==> src/hdl/ycfb_pkg.sv <==
// Shared types, constants and helpers of the YUV 4:2:2 colour filter with column bins.
// Depends on nothing; every other file of the block imports it.
`default_nettype none

package ycfb_pkg;

   // Frame geometry limits
   localparam int MAX_WIDTH  = 1024;
   localparam int MAX_HEIGHT = 1024;
   localparam int X_W        = $clog2(MAX_WIDTH);       // even pixel column
   localparam int ROW_W      = $clog2(MAX_HEIGHT);      // row index
   localparam int DIM_W      = 11;                      // configured width and height
   localparam int DBL_W      = DIM_W + 1;               // twice the width

   // Division by three as a multiply by 2731 / 2^13; exact for operands up to 2 * MAX_WIDTH
   localparam int RECIP3       = 2731;
   localparam int RECIP3_SHIFT = 13;
   localparam int PROD3_W      = 2 * DBL_W;

   // Counters
   localparam int                 COUNT_W   = 21;
   localparam logic [COUNT_W-1:0] COUNT_MAX = {COUNT_W{1'b1}};
   localparam int                 MATCH_W   = 2;        // matches in one macropixel, 0..2

   localparam logic [7:0] REJECT_CHROMA = 8'd127;

   // Queue between front and back
   localparam int QUEUE_DEPTH = 2;
   localparam int QPTR_W      = $clog2(QUEUE_DEPTH);
   localparam int QLVL_W      = $clog2(QUEUE_DEPTH + 1);

   typedef enum logic [2:0] {
      REG_LUMA_MIN      = 3'd0,
      REG_LUMA_MAX      = 3'd1,
      REG_BLUE_DIFF_MIN = 3'd2,
      REG_BLUE_DIFF_MAX = 3'd3,
      REG_RED_DIFF_MIN  = 3'd4,
      REG_RED_DIFF_MAX  = 3'd5,
      REG_FRAME_WIDTH   = 3'd6,
      REG_FRAME_HEIGHT  = 3'd7
   } ycfb_reg_type;

   typedef enum logic [1:0] {
      BIN_LEFT   = 2'd0,
      BIN_MIDDLE = 2'd1,
      BIN_RIGHT  = 2'd2
   } ycfb_bin_type;

   typedef struct packed {
      logic [7:0]       luma_min;
      logic [7:0]       luma_max;
      logic [7:0]       blue_diff_min;
      logic [7:0]       blue_diff_max;
      logic [7:0]       red_diff_min;
      logic [7:0]       red_diff_max;
      logic [DIM_W-1:0] frame_width;
      logic [DIM_W-1:0] frame_height;
   } ycfb_cfg_type;

   typedef struct packed {
      logic [7:0] u_in;
      logic [7:0] y1_in;
      logic [7:0] v_in;
      logic [7:0] y2_in;
   } ycfb_req_type;

   typedef struct packed {
      logic [7:0]         u_out;
      logic [7:0]         y1_out;
      logic [7:0]         v_out;
      logic [7:0]         y2_out;
      logic               frame_done;
      logic [COUNT_W-1:0] match_count;
      logic [COUNT_W-1:0] left_bin_count;
      logic [COUNT_W-1:0] middle_bin_count;
      logic [COUNT_W-1:0] right_bin_count;
   } ycfb_rsp_type;

   // One classified macropixel on its way from front to back
   typedef struct packed {
      logic [7:0]         u_res;
      logic [7:0]         y1;
      logic [7:0]         v_res;
      logic [7:0]         y2;
      logic               frame_end;
      logic [MATCH_W-1:0] match_n;
      ycfb_bin_type       bin;
   } ycfb_entry_type;

   typedef struct packed {
      logic full;
      logic empty;
   } ycfb_qstat_type;

   function automatic logic [DIM_W-1:0] div3(input logic [DBL_W-1:0] v);
      logic [PROD3_W-1:0] prod;
      prod = PROD3_W'(v) * PROD3_W'(RECIP3);
      return prod[RECIP3_SHIFT +: DIM_W];
   endfunction

   function automatic logic [COUNT_W-1:0] sat_add(input logic [COUNT_W-1:0] c,
                                                  input logic [MATCH_W-1:0] n);
      logic [COUNT_W:0] s;
      s = {1'b0, c} + (COUNT_W+1)'(n);
      return (s > {1'b0, COUNT_MAX}) ? COUNT_MAX : s[COUNT_W-1:0];
   endfunction

endpackage

`default_nettype wire

==> src/hdl/ycfb_front.sv <==
// Front end: accepts macropixels, applies the colour thresholds, tracks the raster position.
// Depends on ycfb_pkg; feeds ycfb_queue.
`default_nettype none

module ycfb_front (
   input  wire                        clock,
   input  wire                        reset,
   input  ycfb_pkg::ycfb_cfg_type     cfg,
   input  wire                        req_valid,
   output logic                       req_stall,
   input  ycfb_pkg::ycfb_req_type     req_data,
   input  ycfb_pkg::ycfb_qstat_type   q_stat,
   output logic                       push,
   output ycfb_pkg::ycfb_entry_type   entry
);
   import ycfb_pkg::*;

   logic [X_W-1:0]   x_ff, x_in;
   logic [ROW_W-1:0] row_ff, row_in;

   logic [DIM_W-1:0] w_even, w_used, h_used;
   logic [DIM_W-1:0] thr_left, thr_mid;
   logic             chroma_ok, y1_ok, y2_ok;
   logic             row_end, frame_end;

   assign req_stall = q_stat.full;
   assign push      = req_valid && !q_stat.full;

   // Limit the geometry to what the counters can walk
   always_comb begin
      w_even = {cfg.frame_width[DIM_W-1:1], 1'b0};
      if (w_even > DIM_W'(MAX_WIDTH))
         w_used = DIM_W'(MAX_WIDTH);
      else if (w_even < DIM_W'(2))
         w_used = DIM_W'(2);
      else
         w_used = w_even;

      if (cfg.frame_height > DIM_W'(MAX_HEIGHT))
         h_used = DIM_W'(MAX_HEIGHT);
      else if (cfg.frame_height == '0)
         h_used = DIM_W'(1);
      else
         h_used = cfg.frame_height;
   end

   assign thr_left = div3({1'b0, w_used});
   assign thr_mid  = div3({w_used, 1'b0});

   assign chroma_ok = (req_data.u_in >= cfg.blue_diff_min) && (req_data.u_in <= cfg.blue_diff_max)
                   && (req_data.v_in >= cfg.red_diff_min) && (req_data.v_in <= cfg.red_diff_max);
   assign y1_ok = chroma_ok && (req_data.y1_in >= cfg.luma_min) && (req_data.y1_in <= cfg.luma_max);
   assign y2_ok = chroma_ok && (req_data.y2_in >= cfg.luma_min) && (req_data.y2_in <= cfg.luma_max);

   assign row_end   = ((DIM_W'(x_ff) + DIM_W'(2)) >= w_used);
   assign frame_end = row_end && ((DIM_W'(row_ff) + DIM_W'(1)) >= h_used);

   always_comb begin
      entry.u_res     = y1_ok ? req_data.u_in : REJECT_CHROMA;
      entry.y1        = req_data.y1_in;
      entry.v_res     = y2_ok ? req_data.v_in : REJECT_CHROMA;
      entry.y2        = req_data.y2_in;
      entry.frame_end = frame_end;
      entry.match_n   = MATCH_W'(y1_ok) + MATCH_W'(y2_ok);
      if (DIM_W'(x_ff) < thr_left)
         entry.bin = BIN_LEFT;
      else if (DIM_W'(x_ff) < thr_mid)
         entry.bin = BIN_MIDDLE;
      else
         entry.bin = BIN_RIGHT;
   end

   // Advance the raster position on every accepted macropixel
   always_comb begin
      x_in   = x_ff;
      row_in = row_ff;
      if (push) begin
         if (frame_end) begin
            x_in   = '0;
            row_in = '0;
         end else if (row_end) begin
            x_in   = '0;
            row_in = row_ff + ROW_W'(1);
         end else begin
            x_in   = x_ff + X_W'(2);
         end
      end
   end

   always_ff @(posedge clock) begin
      if (reset) begin
         x_ff   <= '0;
         row_ff <= '0;
      end else begin
         x_ff   <= x_in;
         row_ff <= row_in;
      end
   end

endmodule

`default_nettype wire

==> src/hdl/ycfb_queue.sv <==
// Short register queue between front and back of the colour filter.
// Depends on ycfb_pkg.
`default_nettype none

module ycfb_queue (
   input  wire                        clock,
   input  wire                        reset,
   input  wire                        push,
   input  ycfb_pkg::ycfb_entry_type   push_entry,
   input  wire                        pop,
   output ycfb_pkg::ycfb_entry_type   pop_entry,
   output ycfb_pkg::ycfb_qstat_type   q_stat
);
   import ycfb_pkg::*;

   ycfb_entry_type    slot_ff [QUEUE_DEPTH];
   logic [QPTR_W-1:0] wr_ptr_ff, wr_ptr_in;
   logic [QPTR_W-1:0] rd_ptr_ff, rd_ptr_in;
   logic [QLVL_W-1:0] level_ff, level_in;

   function automatic logic [QPTR_W-1:0] next_ptr(input logic [QPTR_W-1:0] p);
      return (p == QPTR_W'(QUEUE_DEPTH - 1)) ? '0 : p + QPTR_W'(1);
   endfunction

   assign q_stat.full  = (level_ff == QLVL_W'(QUEUE_DEPTH));
   assign q_stat.empty = (level_ff == '0);
   assign pop_entry    = slot_ff[rd_ptr_ff];

   always_comb begin
      wr_ptr_in = push ? next_ptr(wr_ptr_ff) : wr_ptr_ff;
      rd_ptr_in = pop  ? next_ptr(rd_ptr_ff) : rd_ptr_ff;
      level_in  = level_ff;
      if (push && !pop)
         level_in = level_ff + QLVL_W'(1);
      else if (pop && !push)
         level_in = level_ff - QLVL_W'(1);
   end

   always_ff @(posedge clock) begin
      if (reset) begin
         wr_ptr_ff <= '0;
         rd_ptr_ff <= '0;
         level_ff  <= '0;
      end else begin
         wr_ptr_ff <= wr_ptr_in;
         rd_ptr_ff <= rd_ptr_in;
         level_ff  <= level_in;
      end
   end

   always_ff @(posedge clock) begin
      if (push)
         slot_ff[wr_ptr_ff] <= push_entry;
   end

endmodule

`default_nettype wire

==> src/hdl/ycfb_back.sv <==
// Back end: updates the frame and column bin counters and holds the result register.
// Depends on ycfb_pkg; drains ycfb_queue.
`default_nettype none

module ycfb_back (
   input  wire                        clock,
   input  wire                        reset,
   input  ycfb_pkg::ycfb_qstat_type   q_stat,
   input  ycfb_pkg::ycfb_entry_type   entry,
   output logic                       pop,
   output logic                       rsp_valid,
   input  wire                        rsp_stall,
   output ycfb_pkg::ycfb_rsp_type     rsp_data
);
   import ycfb_pkg::*;

   logic [COUNT_W-1:0] total_ff, total_in, total_nx;
   logic [COUNT_W-1:0] left_ff, left_in, left_nx;
   logic [COUNT_W-1:0] middle_ff, middle_in, middle_nx;
   logic [COUNT_W-1:0] right_ff, right_in, right_nx;
   logic               rsp_valid_ff, rsp_valid_in;
   ycfb_rsp_type       rsp_ff, rsp_in;

   // Take an entry whenever the result register is free or being emptied
   assign pop       = !q_stat.empty && (!rsp_valid_ff || !rsp_stall);
   assign rsp_valid = rsp_valid_ff;
   assign rsp_data  = rsp_ff;

   always_comb begin
      total_nx  = sat_add(total_ff, entry.match_n);
      left_nx   = left_ff;
      middle_nx = middle_ff;
      right_nx  = right_ff;
      case (entry.bin)
         BIN_LEFT:   left_nx   = sat_add(left_ff, entry.match_n);
         BIN_MIDDLE: middle_nx = sat_add(middle_ff, entry.match_n);
         BIN_RIGHT:  right_nx  = sat_add(right_ff, entry.match_n);
         default:    right_nx  = right_ff;
      endcase
   end

   always_comb begin
      total_in     = total_ff;
      left_in      = left_ff;
      middle_in    = middle_ff;
      right_in     = right_ff;
      rsp_in       = rsp_ff;
      rsp_valid_in = rsp_valid_ff && rsp_stall;
      if (pop) begin
         rsp_valid_in            = 1'b1;
         rsp_in.u_out            = entry.u_res;
         rsp_in.y1_out           = entry.y1;
         rsp_in.v_out            = entry.v_res;
         rsp_in.y2_out           = entry.y2;
         rsp_in.frame_done       = entry.frame_end;
         if (entry.frame_end) begin
            // Report the frame totals and start the next frame from zero
            rsp_in.match_count      = total_nx;
            rsp_in.left_bin_count   = left_nx;
            rsp_in.middle_bin_count = middle_nx;
            rsp_in.right_bin_count  = right_nx;
            total_in  = '0;
            left_in   = '0;
            middle_in = '0;
            right_in  = '0;
         end else begin
            rsp_in.match_count      = '0;
            rsp_in.left_bin_count   = '0;
            rsp_in.middle_bin_count = '0;
            rsp_in.right_bin_count  = '0;
            total_in  = total_nx;
            left_in   = left_nx;
            middle_in = middle_nx;
            right_in  = right_nx;
         end
      end
   end

   always_ff @(posedge clock) begin
      if (reset) begin
         total_ff     <= '0;
         left_ff      <= '0;
         middle_ff    <= '0;
         right_ff     <= '0;
         rsp_valid_ff <= 1'b0;
      end else begin
         total_ff     <= total_in;
         left_ff      <= left_in;
         middle_ff    <= middle_in;
         right_ff     <= right_in;
         rsp_valid_ff <= rsp_valid_in;
      end
   end

   always_ff @(posedge clock) begin
      rsp_ff <= rsp_in;
   end

endmodule

`default_nettype wire

==> src/hdl/yuv422_color_filter_bins_core.sv <==
// Top level of the YUV 4:2:2 colour threshold filter with three column bins.
// Depends on ycfb_pkg, ycfb_front, ycfb_queue and ycfb_back.
//
//   port group  direction  payload          transfer
//   req_*       in         ycfb_req_type    req_valid && !req_stall
//   rsp_*       out        ycfb_rsp_type    rsp_valid && !rsp_stall
//   csr_*       in         11-bit data      csr_write, index 0..7
//
// One macropixel per clock sustained while rsp_stall stays low; an accepted transaction is
// first written into the two-entry queue and then loaded into the result register, which
// presents it; rsp_stall can hold it in the queue between the two.
// req_stall rises only when the queue is full, which happens after rsp_stall holds the result.
// Reset is synchronous and active high; it clears position, counters, queue and valid flags
// and restores the default thresholds and a 128 x 96 frame.
// Write configuration only while no transaction is in flight.
`default_nettype none

module yuv422_color_filter_bins_core (
   input  wire                      clock,
   input  wire                      reset,
   input  wire                      req_valid,
   output logic                     req_stall,
   input  ycfb_pkg::ycfb_req_type   req_data,
   output logic                     rsp_valid,
   input  wire                      rsp_stall,
   output ycfb_pkg::ycfb_rsp_type   rsp_data,
   input  wire                      csr_write,
   input  wire [2:0]                csr_index,
   input  wire [ycfb_pkg::DIM_W-1:0] csr_wdata
);
   import ycfb_pkg::*;

   ycfb_cfg_type   cfg_ff, cfg_in;
   ycfb_qstat_type q_stat;
   ycfb_entry_type front_entry, back_entry;
   logic           front_push, back_pop;

   // Configuration registers: hold, take a write when enabled
   always_comb begin
      cfg_in = cfg_ff;
      if (csr_write) begin
         case (csr_index)
            REG_LUMA_MIN:      cfg_in.luma_min      = csr_wdata[7:0];
            REG_LUMA_MAX:      cfg_in.luma_max      = csr_wdata[7:0];
            REG_BLUE_DIFF_MIN: cfg_in.blue_diff_min = csr_wdata[7:0];
            REG_BLUE_DIFF_MAX: cfg_in.blue_diff_max = csr_wdata[7:0];
            REG_RED_DIFF_MIN:  cfg_in.red_diff_min  = csr_wdata[7:0];
            REG_RED_DIFF_MAX:  cfg_in.red_diff_max  = csr_wdata[7:0];
            REG_FRAME_WIDTH:   cfg_in.frame_width   = csr_wdata;
            REG_FRAME_HEIGHT:  cfg_in.frame_height  = csr_wdata;
            default:           cfg_in = cfg_ff;
         endcase
      end
   end

   always_ff @(posedge clock) begin
      if (reset) begin
         cfg_ff.luma_min      <= 8'd0;
         cfg_ff.luma_max      <= 8'd255;
         cfg_ff.blue_diff_min <= 8'd0;
         cfg_ff.blue_diff_max <= 8'd255;
         cfg_ff.red_diff_min  <= 8'd0;
         cfg_ff.red_diff_max  <= 8'd255;
         cfg_ff.frame_width   <= DIM_W'(128);
         cfg_ff.frame_height  <= DIM_W'(96);
      end else begin
         cfg_ff <= cfg_in;
      end
   end

   // Classify and position each macropixel
   ycfb_front u_front (
      .clock     (clock),
      .reset     (reset),
      .cfg       (cfg_ff),
      .req_valid (req_valid),
      .req_stall (req_stall),
      .req_data  (req_data),
      .q_stat    (q_stat),
      .push      (front_push),
      .entry     (front_entry)
   );

   // Decouple the input side from result back-pressure
   ycfb_queue u_queue (
      .clock      (clock),
      .reset      (reset),
      .push       (front_push),
      .push_entry (front_entry),
      .pop        (back_pop),
      .pop_entry  (back_entry),
      .q_stat     (q_stat)
   );

   // Count matches and deliver results
   ycfb_back u_back (
      .clock     (clock),
      .reset     (reset),
      .q_stat    (q_stat),
      .entry     (back_entry),
      .pop       (back_pop),
      .rsp_valid (rsp_valid),
      .rsp_stall (rsp_stall),
      .rsp_data  (rsp_data)
   );

   // An accepted transaction is in the queue at the next edge
   a_push_lands: assert property (@(posedge clock) disable iff (reset)
      (req_valid && !req_stall) |=> !q_stat.empty)
      else $error("accepted transaction missing from queue");

   // A drained entry always shows up as a result
   a_pop_delivers: assert property (@(posedge clock) disable iff (reset)
      back_pop |=> rsp_valid)
      else $error("queue entry drained without a result");

   // No column bin can exceed the frame total
   a_bins_bounded: assert property (@(posedge clock) disable iff (reset)
      (rsp_valid && rsp_data.frame_done) |->
         (rsp_data.left_bin_count <= rsp_data.match_count) &&
         (rsp_data.middle_bin_count <= rsp_data.match_count) &&
         (rsp_data.right_bin_count <= rsp_data.match_count))
      else $error("column bin exceeds frame total");

endmodule

`default_nettype wire
==> config.mk <==
export PLATFORM = sky130hd
export DESIGN_NAME = yuv422_color_filter_bins_core
export DESIGN_NICKNAME = d
export VERILOG_FILES = /design/src/hdl/ycfb_pkg.sv /design/src/hdl/ycfb_front.sv /design/src/hdl/ycfb_queue.sv /design/src/hdl/ycfb_back.sv /design/src/hdl/yuv422_color_filter_bins_core.sv
export SDC_FILE = /design/constraint.sdc
export NUM_CORES = 1
export LEC_CHECK = 0
export BUFFER_PORTS_ARGS = -buffer_cell sky130_fd_sc_hd__buf_4
export CAP_MARGIN = 20
export CELL_PAD_IN_SITES_DETAIL_PLACEMENT = 0
export CELL_PAD_IN_SITES_GLOBAL_PLACEMENT = 2
export CORE_MARGIN = 5
export CORE_UTILIZATION = 35
export DETAILED_ROUTE_END_ITERATION = 7
export GPL_TIMING_DRIVEN = 0
export MAX_ROUTING_LAYER = met4
export PLACE_DENSITY = 0.73
export SKIP_CTS_REPAIR_TIMING = 1
export SLEW_MARGIN = 20
export SYNTH_ARGS = -nofsm -noshare
export SYNTH_HDL_FRONTEND = slang
export SYNTH_SLANG_ARGS = --single-unit
export TNS_END_PERCENT = 1
==> constraint.sdc <==
create_clock -name clock -period 5.9 [get_ports clock]
set_input_delay 0.295 -clock clock [delete_from_list [all_inputs] [get_ports clock]]
set_output_delay 0.295 -clock clock [all_outputs]
set_load 0.03 [all_outputs]
## Word-level counts from Yosys, hierarchy flattened

Memory sizes are Yosys's and may differ from the RTL's. A register that Yosys moved wholly into a read port is not among the register bits.
Index checks and enable logic that the tools add are counted.

- Mux-type cells: 32
- $lt $le $gt $ge: 19
- Multiply operators: 2
- Reduce and logical (&&, ||, !) cells: 35
- Add/subtract/negate cells: 13
- Equal/unequal tests: 10

Operators with widths:

| kind | count |
|---|---|
| 21-bit two-way mux | 11 |
| 21-bit by 2-bit adder with 22-bit output | 4 |
| 22-bit by 21-bit > comparator with 1-bit output (second input constant) | 4 |
| 11-bit by 12-bit multiplier with 23-bit output (second input constant) | 2 |
| 11-bit two-way mux | 4 |
| 10-bit two-way mux | 4 |
| 8-bit >= comparator | 4 |
| 8-bit <= comparator | 4 |
| 11-bit >= comparator | 2 |
| 11-bit > comparator (second input constant) | 2 |
| 2-bit AND reduction | 9 |
| 8-bit two-way mux | 2 |
| 1-bit logical AND | 13 |
| 3-bit == test (second input constant) | 4 |
| 10-bit by 1-bit adder with 11-bit output (second input constant) | 1 |
| 10-bit by 2-bit adder with 11-bit output (second input constant) | 1 |
| 11-bit logical NOT | 1 |
| 10-bit by 11-bit < comparator with 1-bit output | 1 |
| 11-bit by 2-bit < comparator with 1-bit output (second input constant) | 1 |
| 10-bit by 1-bit adder with 10-bit output (second input constant) | 1 |
| 10-bit by 2-bit adder with 10-bit output (second input constant) | 1 |
| 10-bit < comparator | 1 |
| 2-bit two-way mux | 4 |
| 1-bit two-way mux | 7 |
| 13 further kinds | 23 |

- Bits in registers: 296
- Memories: 1
- Output and inout port bits: 119
- Logic and storage cells: 139
- Input bits: 51
- Bits in writable memories: 74

Memories:

| name | depth | bits a word | read ports | clocked after Yosys merged registers in | write ports | RTL line | RTL |
|---|---|---|---|---|---|---|---|
| u_queue.slot_ff | 2 | 37 | 1 | 1 | 1 | ycfb_queue.sv:16 | `ycfb_entry_type slot_ff [QUEUE_DEPTH];` |

## Logic depth before layout (Yosys ltp)

Gate-level depths: netlist of the first run.

- Depth in word-level cells: 7
- Depth in mapped cells: 31
- Gate-level depth less buffers: 31

## Hierarchy

From an unflattened synthesis of the first run, not the netlist that was laid out.

- Cell total of the unflattened synthesis: 2,061
- Area total of the unflattened synthesis: 21,155.3 um^2

Modules (own cells, without submodules):

| module | times used | cells an instance | sequential area each (um^2) | area each (um^2) |
|---|---|---|---|---|
| ycfb_back | 1 | 952 | 5,215.0 | 9,604.2 |
| ycfb_front | 1 | 709 | 380.4 | 5,868.1 |
| ycfb_queue | 1 | 137 | 2,322.2 | 2,885.3 |
| yuv422_color_filter_bins_core | 1 | 263 | 1,401.3 | 2,797.7 |

## Worst setup path after synthesis of the first run

OpenSTA, ideal clock, no wires.

- Path type: register to register
- Start point: register cfg_ff[21] in the netlist's numbering
- End point: memory u_queue.slot_ff[0][1] in the netlist's numbering (data pin)
- Cell stages (with the launch flop): 27
- Setup slack: -258 ps
- Data arrival time: 5,889 ps
- Buffers on the path: 0
- Cell sequence: dfxtp_1 inv_1 nand2_1 inv_1 ha_1 fa_1 fa_1 fa_1 fa_1 ha_1 and3_1 nor2b_1 nor4b_1 a211o_1 nand2_1 a21oi_1 nor2b_1 nor2_1 xor2_1 ha_1 o21ai_0 nand2b_1 and3_1 a22o_1 or3_1 o2111ai_1 nor3_1

RTL lines:

| element | RTL line | RTL |
|---|---|---|
| start, declared | yuv422_color_filter_bins_core.sv:33 | `ycfb_cfg_type cfg_ff, cfg_in;` |
| start signal, assigned | yuv422_color_filter_bins_core.sv:67 | `cfg_ff <= cfg_in;` |
| end, declared | ycfb_queue.sv:16 |  |

==> run metrics, run 1 <==
run status complete, but fails checks; violated checks negative setup slack; CTS tree yes; Cells after Synth 2,121; post-DR vias/cell 5.227; layout cells sized above 1 16.53%; setup ws final -0.4023 ns; Tightest Pin Transition 1.056 ns; ys async rst share 0%; CP required 6.31 ns; Max Cap Violations 0; initial core utilization 35.25%; CORE AREA 58,800 um2; Core Rows 89; Syn-to-layout area delta 21.42%; CTS H-Tree Depth 2; largest net degree at the start of global routing 37; Layout Nets 2,617; Fmax achieved 158.7 MHz; critical path peak fanout 7; final cell count without fillers 3,169; Die W 253.4 um; antenna violations before repair 1; worst rel slew slack 29.57%; cell count after placement 3,059; Setup Skew 0.04546 ns; Remaining DRCs 0; Hold Fails Final Rpt 0; via count 16,565; DR iter-0 viols 1,109; unrepaired setup endpoints after global routing true; CP arrival 6.71 ns; FF+latch count, synth 369; vias in the first global route 15,868; post-DP HPWL 46,220 um; EDFF count, synth 191; setup violators final 4; Critical Path Sink Type flop; Top FF cell, synth edfxtp_1; Root Driver clkbuf_16; crit path time final 6.302 ns; die area 64,190 um2; Num CTS Buffers 45; fin. max-slew vios 0; sequential-to-total area share from yosys stat 44.86%; PD cells 376.5 nW/um2; Max VDD drop 0.0002859 V; worst skew pair latency 0.61 ns; IO Pins 170; CP Launch Type flop; Syn Area/Cell 9.773 um2; Port Buffers 159; Die Y-Extent 253.4 um; grt ovf 0; WL/cell 19.76 um; pre-CTS WS -1.015 ns; final period utilization 106.8%; Placer Congestion 0.8314; clock slew at reported path FFs 0.06 ns; syn nets 2,379; drt pass-1 iters 5; overall global routing resource usage 19.49%; final antenna-violating net count 0; unique cell type count in the Yosys netlist 84; WS Path Type flop to flop; Hold Crit Class primary input to flop; final WL 62,630 um; clk buf depth 3; P_leak 9.835 nW; first-pass GRT wire length 94,590 um; Clock Sinks 369; yosys warns 0; synthesized area 20,730 um2
[registers in the layout, summed over array words and instances, names as in the netlist, named ones only]
name,count
cfg_ff,69
u_back.left_ff,21
u_back.middle_ff,21
u_back.right_ff,21
u_back.rsp_data,117
u_back.rsp_valid,1
u_back.total_ff,21
u_front.row_ff,10
u_front.x_ff,9
u_queue.level_ff,2
u_queue.rd_ptr_ff,1
u_queue.slot_ff,74
u_queue.wr_ptr_ff,1
[metal layers]
layer / vias up / share of wire (%) / track usage [%] / wire length, um
met1: 7954 / 45 / 25.85 / 28280
met3: 92 / 4.5 / 2.424 / 2840
li1: 8125 / - / - / -
met5: - / 0 / - / 0
met4: 0 / 2.4 / 4.921 / 1493
met2: 394 / 48 / 31.93 / 30020
[critical path, cell delays in order (launching register included)]
cell       delay, ns
dfxtp_4         0.41
and2b_2         0.28
ha_4            0.27
inv_2           0.03
fa_1            0.57
fa_2            0.46
fa_2            0.35
inv_2           0.07
fa_1            0.46
ha_4            0.24
and3_4          0.16
nor2b_4         0.15
nor4b_4         0.27
a211o_1         0.22
nand2_2         0.08
a21oi_2         0.16
nor2b_1         0.06
nor2_1          0.12
xor2_1          0.20
ha_1            0.26
o21ai_1         0.07
nand2b_1        0.10
and3_4          0.19
a22o_1          0.20
or3_1           0.38
o2111ai_2       0.11
nor3b_4         0.24
[synth_stat cells (16+ instances only)]
master      n  area, um2
a21oi_1   240       1201
nand2_1   226      848.3
edfxtp_1  191       5736
dfxtp_1   178       3563
ha_1      174       2177
nor2_1    138      518.0
inv_1     125      469.2
nand3_1    85      425.4
clkbuf_1   75      281.5
nor3_1     49      245.2
xnor2_1    46      402.9
o21ai_0    44      220.2
a21o_1     41      307.8
xor2_1     38      332.8
mux2_2     37      416.7
and3_1     34      212.7
fa_1       33      660.6
nand4_1    30      187.7
a31oi_1    29      181.4
o211ai_1   26      195.2
o22ai_1    23      143.9
nor2b_1    18      112.6
a211oi_1   16      120.1
nand4b_1   16      140.1
[report_power, final]
group          internal (W)  leakage, nW  switching, W
Clock               0.00178        0.767       0.00118
Combinational      0.000934         5.83       0.00217
Sequential          0.00326         3.23      0.000149
Total               0.00597         9.83       0.00350
[worst paths after layout]
check,startpoint,cells past startpoint,endpoint,slack [ns]
max,cfg_ff[21]$_SDFFE_PP0P_,26,u_queue.slot_ff[0][0]$_DFFE_PP_,-0.40
max reg2reg,cfg_ff[21]$_SDFFE_PP0P_,26,u_queue.slot_ff[0][0]$_DFFE_PP_,-0.40
min,req_data[9],2,u_queue.slot_ff[1][14]$_DFFE_PP_,0.05
min reg2reg,cfg_ff[53]$_SDFFE_PP0P_,2,cfg_ff[53]$_SDFFE_PP0P_,0.45
[cells by family after synthesis]
group                    after synthesis  synth area share (%)
AO/OA/AOI/OAI                        485                 14.26
AND/OR/NAND/NOR                      696                 16.79
buffers and inverters                237                 4.545
flip-flops                           369                 44.86
multiplexers                          42                 2.251
adder cells (fa/ha/maj)              208                 13.74
XOR/XNOR                              84                 3.549
[metrics by stage]
step                utilization, %  setup TNS (ns)  power, W  cell area [um2]  hold WS [ns]
detailed placement           39.26          -3.730  0.006580            23080        0.4465
global placement             39.01         -182.98  0.006481            22930        0.4415
global route                 42.81          -2.660  0.009907            25170       0.04187
finish                       42.81          -1.514  0.009476            25170       0.04632
floorplan                        -               0  0.005272            20770        0.3939
CTS                          41.97          -4.029  0.009576            24680       -0.1518
[layout by cell type (no fill, tap or decap), types with 15 or more instances in the layout]
cell type / synthesis / final
xor2_1: 38 / 38
and3_1: 34 / 31
nand2_1: 226 / 222
xnor2_1: 46 / 45
nand2b_1: 15 / 15
o22ai_1: 23 / 23
o211ai_1: 26 / 26
o21a_1: 15 / 15
a21oi_1: 240 / 236
edfxtp_1: 191 / 191
dlygate4sd3_1: 0 / 20
a21o_1: 41 / 41
and2_1: 15 / 15
a211oi_1: 16 / 15
nand4b_1: 16 / 16
clkbuf_1: 75 / 80
nand4_1: 30 / 30
nor3_1: 49 / 47
nand3_1: 85 / 85
ha_1: 174 / 163
o21ai_0: 44 / 41
dfxtp_1: 178 / 175
a31oi_1: 29 / 29
inv_1: 125 / 115
clkbuf_16: 0 / 45
mux2_2: 37 / 37
nor2_1: 138 / 137
fa_1: 33 / 30
nor2b_1: 18 / 15
buf_4: 3 / 168
[final cells by class]
| cell class | instances | area, um2 |
|---|---|---|
| clock inverters | 32 | 442.9 |
| plain buffers | 108 | 460.4 |
| flip-flops and latches | 369 | 9305 |
| diodes | 1 | 2.502 |
| repair buffers | 191 | 1574 |
| well taps | 773 | 967.2 |
| inverters | 129 | 489.2 |
| clock buffers | 51 | 1149 |
| fillers | 5725 | 33630 |
| multi-input cells | 1515 | 10780 |
(Power assumes the default switching activity.)
==> inputs of run 2 (changes only) <==
--- a/config.mk
+++ b/config.mk
@@ -14,7 +14,7 @@
 export DETAILED_ROUTE_END_ITERATION = 7
 export GPL_TIMING_DRIVEN = 0
 export MAX_ROUTING_LAYER = met4
-export PLACE_DENSITY = 0.73
+export PLACE_DENSITY_LB_ADDON = 0.08
 export SKIP_CTS_REPAIR_TIMING = 1
 export SLEW_MARGIN = 20
 export SYNTH_ARGS = -nofsm -noshare
==> run 2 against run 1 <==
Against the previous run: the run ends with negative hold slack, negative setup slack left; critical path depth did not move; sequential share of layout area rose by 0.24 points; combinational power rose by 2%; power fell by 2.2%; clock skew fell by 0.025 ns; utilization fell by 0.28 points; critical path type unchanged.
==> run metrics, run 2 (synthesis results as in run 1) <==
run status complete, but fails checks; violated checks negative hold slack, negative setup slack; final antenna-violating net count 0 (unchanged); FF-to-FF path depth 26 (unchanged); Syn-to-layout area delta 20.62%; Max VDD drop 0.0003330 V (+16%); WS Path Type flop to flop; CTS tree yes; Fmax achieved 156.6 MHz (-1.3%); most frequent cells in the layout a21oi_1, nand2_1, edfxtp_1; Clock Sinks 369 (unchanged); Reg power frac 36.8% (+0.8 points); IO Pins 170 (unchanged); final period utilization 108.2% (+1.4 points); initial core utilization 35.25% (unchanged); max reg flops 117 (unchanged); die area 64,190 um2 (unchanged); clock slew at reported path FFs 0.06 ns (about the same); Num CTS Buffers 44 (-2.2%); Core Rows 89 (unchanged); Remaining DRCs 0 (unchanged); RR Endpoint u_queue.slot_ff[1][0]$_DFFE_PP_; slowest CP cell fa_2; Die Y-Extent 253.4 um (unchanged); antenna violations before repair 1 (unchanged); Layout Nets 2,615 (-0.076%); post-DP HPWL 47,120 um (+1.9%); Root Driver clkbuf_16; Hold Crit Class primary input to flop; hold_ws -0.003162 ns (-0.04949 ns); fin. max-slew vios 0 (unchanged); drt pass-1 iters 5 (unchanged); Placer Congestion 0.8336 (+0.26%); Hold Fails Final Rpt 3 (+3); WL/cell 20.16 um (+2.0%); Min-Delay Path Depth 3 (+1); layout cells sized above 1 16.52% (about the same); largest net degree at the start of global routing 30 (-19%); Port Buffers 159 (unchanged); CORE AREA 58,800 um2 (unchanged); Slowest Stage Delay on Critical Path 0.57 ns (about the same); clk buf depth 3 (unchanged); flop2flop setup slack -0.49 ns (-0.08 ns); top flop regs u_back.rsp_data: 117 flops, u_queue.slot_ff: 74 flops, cfg_ff: 69 flops; DR iter-0 viols 822 (-26%); r2r startpoint cfg_ff[21]$_SDFFE_PP0P_; CP Launch Type flop; Worst Hold Endpoint cfg_ff[10]$_SDFFE_PP0P_; unrepaired setup endpoints after global routing true; CP required 6.20 ns (-0.11 ns); Clk pwr share 29.1% (-2.1 points); Critical Path Sink Type flop; most common cell after layout, fill and taps aside a21oi_1; Max Cap Violations 0 (unchanged); critical path peak fanout 7 (unchanged); Tightest Pin Transition 1.088 ns (+0.03174 ns); post-DR vias/cell 5.189 (-0.73%); Sum Neg Setup Slack -1.787 ns (-0.2736 ns); P_leak 9.772 nW (-0.64%); CTS H-Tree Depth 2 (unchanged); pre-CTS WS -1.053 ns (-0.03838 ns); worst rel slew slack 27.19% (-2.4 points); PD cells 370.6 nW/um2 (-1.6%); final WL 63,820 um (+1.9%); crit path time final 6.385 ns (+0.08285 ns); Setup Skew 0.02015 ns (-0.02531 ns); via count 16,423 (-0.86%); overall global routing resource usage 19.71% (+0.22 points); internal power 0.005805 W (-2.8%); Psw 0.003461 W (-1.2%); hold path startpoint csr_wdata[10]; most used cell, CP fa_2; grt ovf 0 (unchanged); vias in the first global route 15,914 (+0.29%); worst skew pair latency 0.57 ns (-0.04 ns); Comb pwr share 34.1% (+1.3 points); setup ws final -0.4852 ns (-0.08285 ns); Die W 253.4 um (unchanged); setup violators final 4 (unchanged); Reg with most FFs u_back.rsp_data; first-pass GRT wire length 95,090 um (+0.53%); Switching Fraction 37.35% (+0.36 points); CP arrival 6.69 ns (-0.02 ns)
run 2: cell count changes in the layout (fill, tap and decap cells not counted), moves of 3 or more:
cell / before / now
bufinv_16: 8 / 4
clkbuf_1: 80 / 84
clkbuf_8: 0 / 3
clkinv_1: 12 / 6
clkinv_2: 4 / 12
clkinv_4: 5 / 0
dlygate4sd3_1: 20 / 16
inv_1: 115 / 119
inv_2: 9 / 5
run 2: worst max-delay path by stage:
| stage | from | to |
|---|---|---|
| after floorplan | cfg_ff[21]$_SDFFE_PP0P_ | u_queue.slot_ff[0][1]$_DFFE_PP_ |
| after global placement | rsp_stall | u_back.left_ff[3]$_SDFFE_PP0P_ |
| after detailed placement | cfg_ff[15]$_SDFFE_PP0P_ | u_queue.slot_ff[0][1]$_DFFE_PP_ |
| after CTS | cfg_ff[21]$_SDFFE_PP0P_ | u_queue.slot_ff[0][1]$_DFFE_PP_ |
| after global routing | cfg_ff[21]$_SDFFE_PP0P_ | u_queue.slot_ff[0][0]$_DFFE_PP_ |
| final | cfg_ff[21]$_SDFFE_PP0P_ | u_queue.slot_ff[1][0]$_DFFE_PP_ |
run 2: metal layers:
layer	part of all wire [%]	GRT usage (%)
met2	48	32.49
met4	3.3	6.355
met3	3.7	2.373
met5	0	-
met1	45	25.45
run 2: per-stage QoR:
step	hold WS [ns]	utilization [%]	total power [W]	area [um2]	std cells
final	-0.003162	42.52	0.009266	25000	3165
after global routing	0.005256	42.52	0.009686	25000	3165
after floorplan	0.3939	-	0.005272	20770	2121
after detailed placement	0.4465	39.30	0.006642	23100	3060
after CTS	-0.1013	41.70	0.009370	24520	3140
after global placement	0.4434	39.01	0.006513	22930	3053
run 2: worst max-delay path: cells and delay by family, from the launching register on:
kind | cells | cell delay, ns
simple gates | 9 | 1.58
fa+ha+maj | 7 | 2.70
compound gates | 7 | 1.14
buf+inv | 2 | 0.11
xor+xnor | 1 | 0.17
flops | 1 | 0.42
run 2: power by group through the flow:
stage / clock, W / combinational, W / sequential [W]
2_1_floorplan: 0 / 0.00118 / 0.00409
3_5_place_dp: 0 / 0.00317 / 0.00347
4_1_cts: 0.00277 / 0.00318 / 0.00342
5_1_grt: 0.00287 / 0.00337 / 0.00345
6_report: 0.00269 / 0.00316 / 0.00341
3_3_place_gp: 0 / 0.00297 / 0.00354
run 2: cell type report:
type / instances / area [um2]
diodes: 1 / 2.502
clock buffers: 57 / 1180
multi-input cells: 1515 / 10800
plain buffers: 108 / 460.4
flip-flops and latches: 369 / 9303
repair buffers: 190 / 1569
inverters: 129 / 491.7
clock inverters: 23 / 231.5
fillers: 5779 / 33790
well taps: 773 / 967.2
==> inputs of run 3 (changes only) <==
--- a/config.mk
+++ b/config.mk
@@ -9,7 +9,7 @@
 export CAP_MARGIN = 20
 export CELL_PAD_IN_SITES_DETAIL_PLACEMENT = 0
 export CELL_PAD_IN_SITES_GLOBAL_PLACEMENT = 2
-export CORE_MARGIN = 5
+export CORE_MARGIN = 2
 export CORE_UTILIZATION = 35
 export DETAILED_ROUTE_END_ITERATION = 7
 export GPL_TIMING_DRIVEN = 0
==> run 3 against run 2 <==
Against the previous run: the run still ends with negative hold slack, negative setup slack left; critical path depth is 1 lower; count of clock-buffer cells in the layout is 1 lower; die area is 4.7% lower; flip-flop and latch count stayed put; clock skew is 0.0015 ns lower; utilization is 0.053 points higher; via count hardly changed; final cell count is 0.19% higher; wire length is 0.25% lower; sequential share of layout area hardly changed; fmax is 0.63% higher; clock power is 1% higher.
==> run metrics, run 3 (synthesis results as in run 1) <==
run status complete, but fails checks; violated checks negative hold slack, negative setup slack; layout cells sized above 1 16.44% (-0.083 points); Fmax achieved 157.6 MHz (+0.63%); setup ws final -0.4455 ns (+0.03969 ns); WL/cell 20.08 um (-0.44%); Final Power 0.009290 W (+0.26%); Reg with most FFs u_back.rsp_data; CTS H-Tree Depth 2 (unchanged); overall global routing resource usage 21.15% (+1.4 points); Max VDD drop 0.0003391 V (+1.8%); post-DP HPWL 46,540 um (-1.2%); antenna violations before repair 1 (unchanged); Placer Congestion 0.8349 (+0.16%); grt ovf 0 (unchanged); Syn-to-layout area delta 20.77%; CORE AREA 58,800 um2 (unchanged); Final Cell Area 25,030 um2 (+0.13%); post-DR vias/cell 5.176 (-0.24%); via count 16,414 (-0.055%); final WL 63,660 um (-0.25%); drt pass-1 iters 5 (unchanged); most frequent cells in the layout a21oi_1, nand2_1, edfxtp_1; die area 61,190 um2 (-4.7%); top flop regs u_back.rsp_data: 117 flops, u_queue.slot_ff: 74 flops, cfg_ff: 69 flops; Max Cap Violations 0 (unchanged); cell count after placement 3,060 (unchanged); CP arrival 6.75 ns (+0.06 ns); Setup Skew 0.01865 ns (-0.001499 ns); pre-CTS WS -0.9432 ns (+0.1099 ns); CP required 6.31 ns (+0.11 ns); CTS tree yes; Port Buffers 159 (unchanged); first-pass GRT wire length 95,430 um (+0.36%); WS Path Type flop to flop; worst skew pair latency 0.59 ns (+0.02 ns); P_leak 9.777 nW (about the same); vias in the first global route 15,765 (-0.94%); critical path peak fanout 7 (unchanged); unrepaired setup endpoints after global routing true; Remaining DRCs 0 (unchanged); DR iter-0 viols 1,021 (+24%); most common cell after layout, fill and taps aside a21oi_1; IO Pins 170 (unchanged); Hold Fails Final Rpt 2 (-1); max reg flops 117 (unchanged); hold_ws -0.01141 ns (-0.008249 ns); initial core utilization 35.25% (unchanged); Die Y-Extent 247.4 um (-2.4%); Num CTS Buffers 44 (unchanged); crit path time final 6.345 ns (-0.03969 ns); fin. max-slew vios 0 (unchanged); clk buf depth 3 (unchanged); CP Launch Type flop; Root Driver clkbuf_16; setup violators final 4 (unchanged); Clock Sinks 369 (unchanged); clock slew at reported path FFs 0.06 ns (about the same); worst rel slew slack 31.11% (+3.9 points); final cell count without fillers 3,171 (+0.19%); PD cells 371.1 nW/um2 (+0.13%); Critical Path Sink Type flop; Core Rows 89 (unchanged); Hold Crit Class primary input to flop; largest net degree at the start of global routing 33 (+10%); final period utilization 107.6% (-0.67 points); Die W 247.4 um (-2.4%); final antenna-violating net count 0 (unchanged); placed cell area 23,090 um2 (about the same); Tightest Pin Transition 1.033 ns (-0.05484 ns); Layout Nets 2,619 (+0.15%)
==> run 3: area by class of cell <==
type / count / area (um2)
well taps: 773 / 967.2
repair buffers: 195 / 1597
clock buffers: 56 / 1176
inverters: 129 / 486.7
fillers: 5810 / 33760
flip-flops and latches: 369 / 9305
multi-input cells: 1515 / 10780
diodes: 1 / 2.502
clock inverters: 26 / 261.5
plain buffers: 107 / 455.4
==> run 3: per-layer routing <==
layer	global-route usage (%)	part of all wire, %	vias to the layer above
met4	6.058	2.5	0
met5	-	0	-
met3	2.552	3.5	97
met2	34.79	48	326
li1	-	-	8122
met1	27.43	46	7869
==> run 3: per-stage QoR <==
stage | utilization, % | TNS, ns
global placement | 39.01 | -190.03
global route | 42.58 | -2.742
finish | 42.58 | -1.739
CTS | 41.72 | -3.849
floorplan | - | 0
detailed placement | 39.27 | -3.722
==> run 3: path summary, 6_finish.rpt <==
path | start | end | slack (ns) | depth (start not counted)
max reg2reg | cfg_ff[21]$_SDFFE_PP0P_ | u_queue.slot_ff[1][0]$_DFFE_PP_ | -0.45 | 25
min reg2reg | cfg_ff[47]$_SDFFE_PP0P_ | cfg_ff[47]$_SDFFE_PP0P_ | 0.46 | 2
max | cfg_ff[21]$_SDFFE_PP0P_ | u_queue.slot_ff[1][0]$_DFFE_PP_ | -0.45 | 25
min | csr_wdata[8] | cfg_ff[8]$_SDFFE_PP0P_ | -0.01 | 3
==> run 3: report_power, final <==
| group | internal, W | switching [W] | leakage [nW] | total [W] |
|---|---|---|---|---|
| combinational | 0.000940 | 0.00221 | 5.85 | 0.00315 |
| sequential | 0.00326 | 0.000149 | 3.23 | 0.00341 |
| clock | 0.00159 | 0.00114 | 0.688 | 0.00273 |
| total | 0.00580 | 0.00350 | 9.78 | 0.00929 |
==> run 3: worst max-delay path, cell delays in order, from the launching register on <==
cell       delay, ns
dfxtp_4         0.38
inv_4           0.10
nand2_1         0.09
inv_2           0.12
ha_4            0.23
fa_1            0.56
fa_1            0.45
fa_1            0.46
fa_1            0.56
ha_4            0.22
buf_4           0.13
a21oi_2         0.18
nor2b_4         0.20
a21boi_2        0.08
o21ai_2         0.17
nand2b_1        0.15
a31oi_1         0.24
xor2_1          0.27
ha_1            0.31
nor3b_1         0.15
nand3_1         0.09
a31oi_1         0.10
a2bb2oi_2       0.17
or3_1           0.37
o2111ai_2       0.10
nor3b_4         0.28
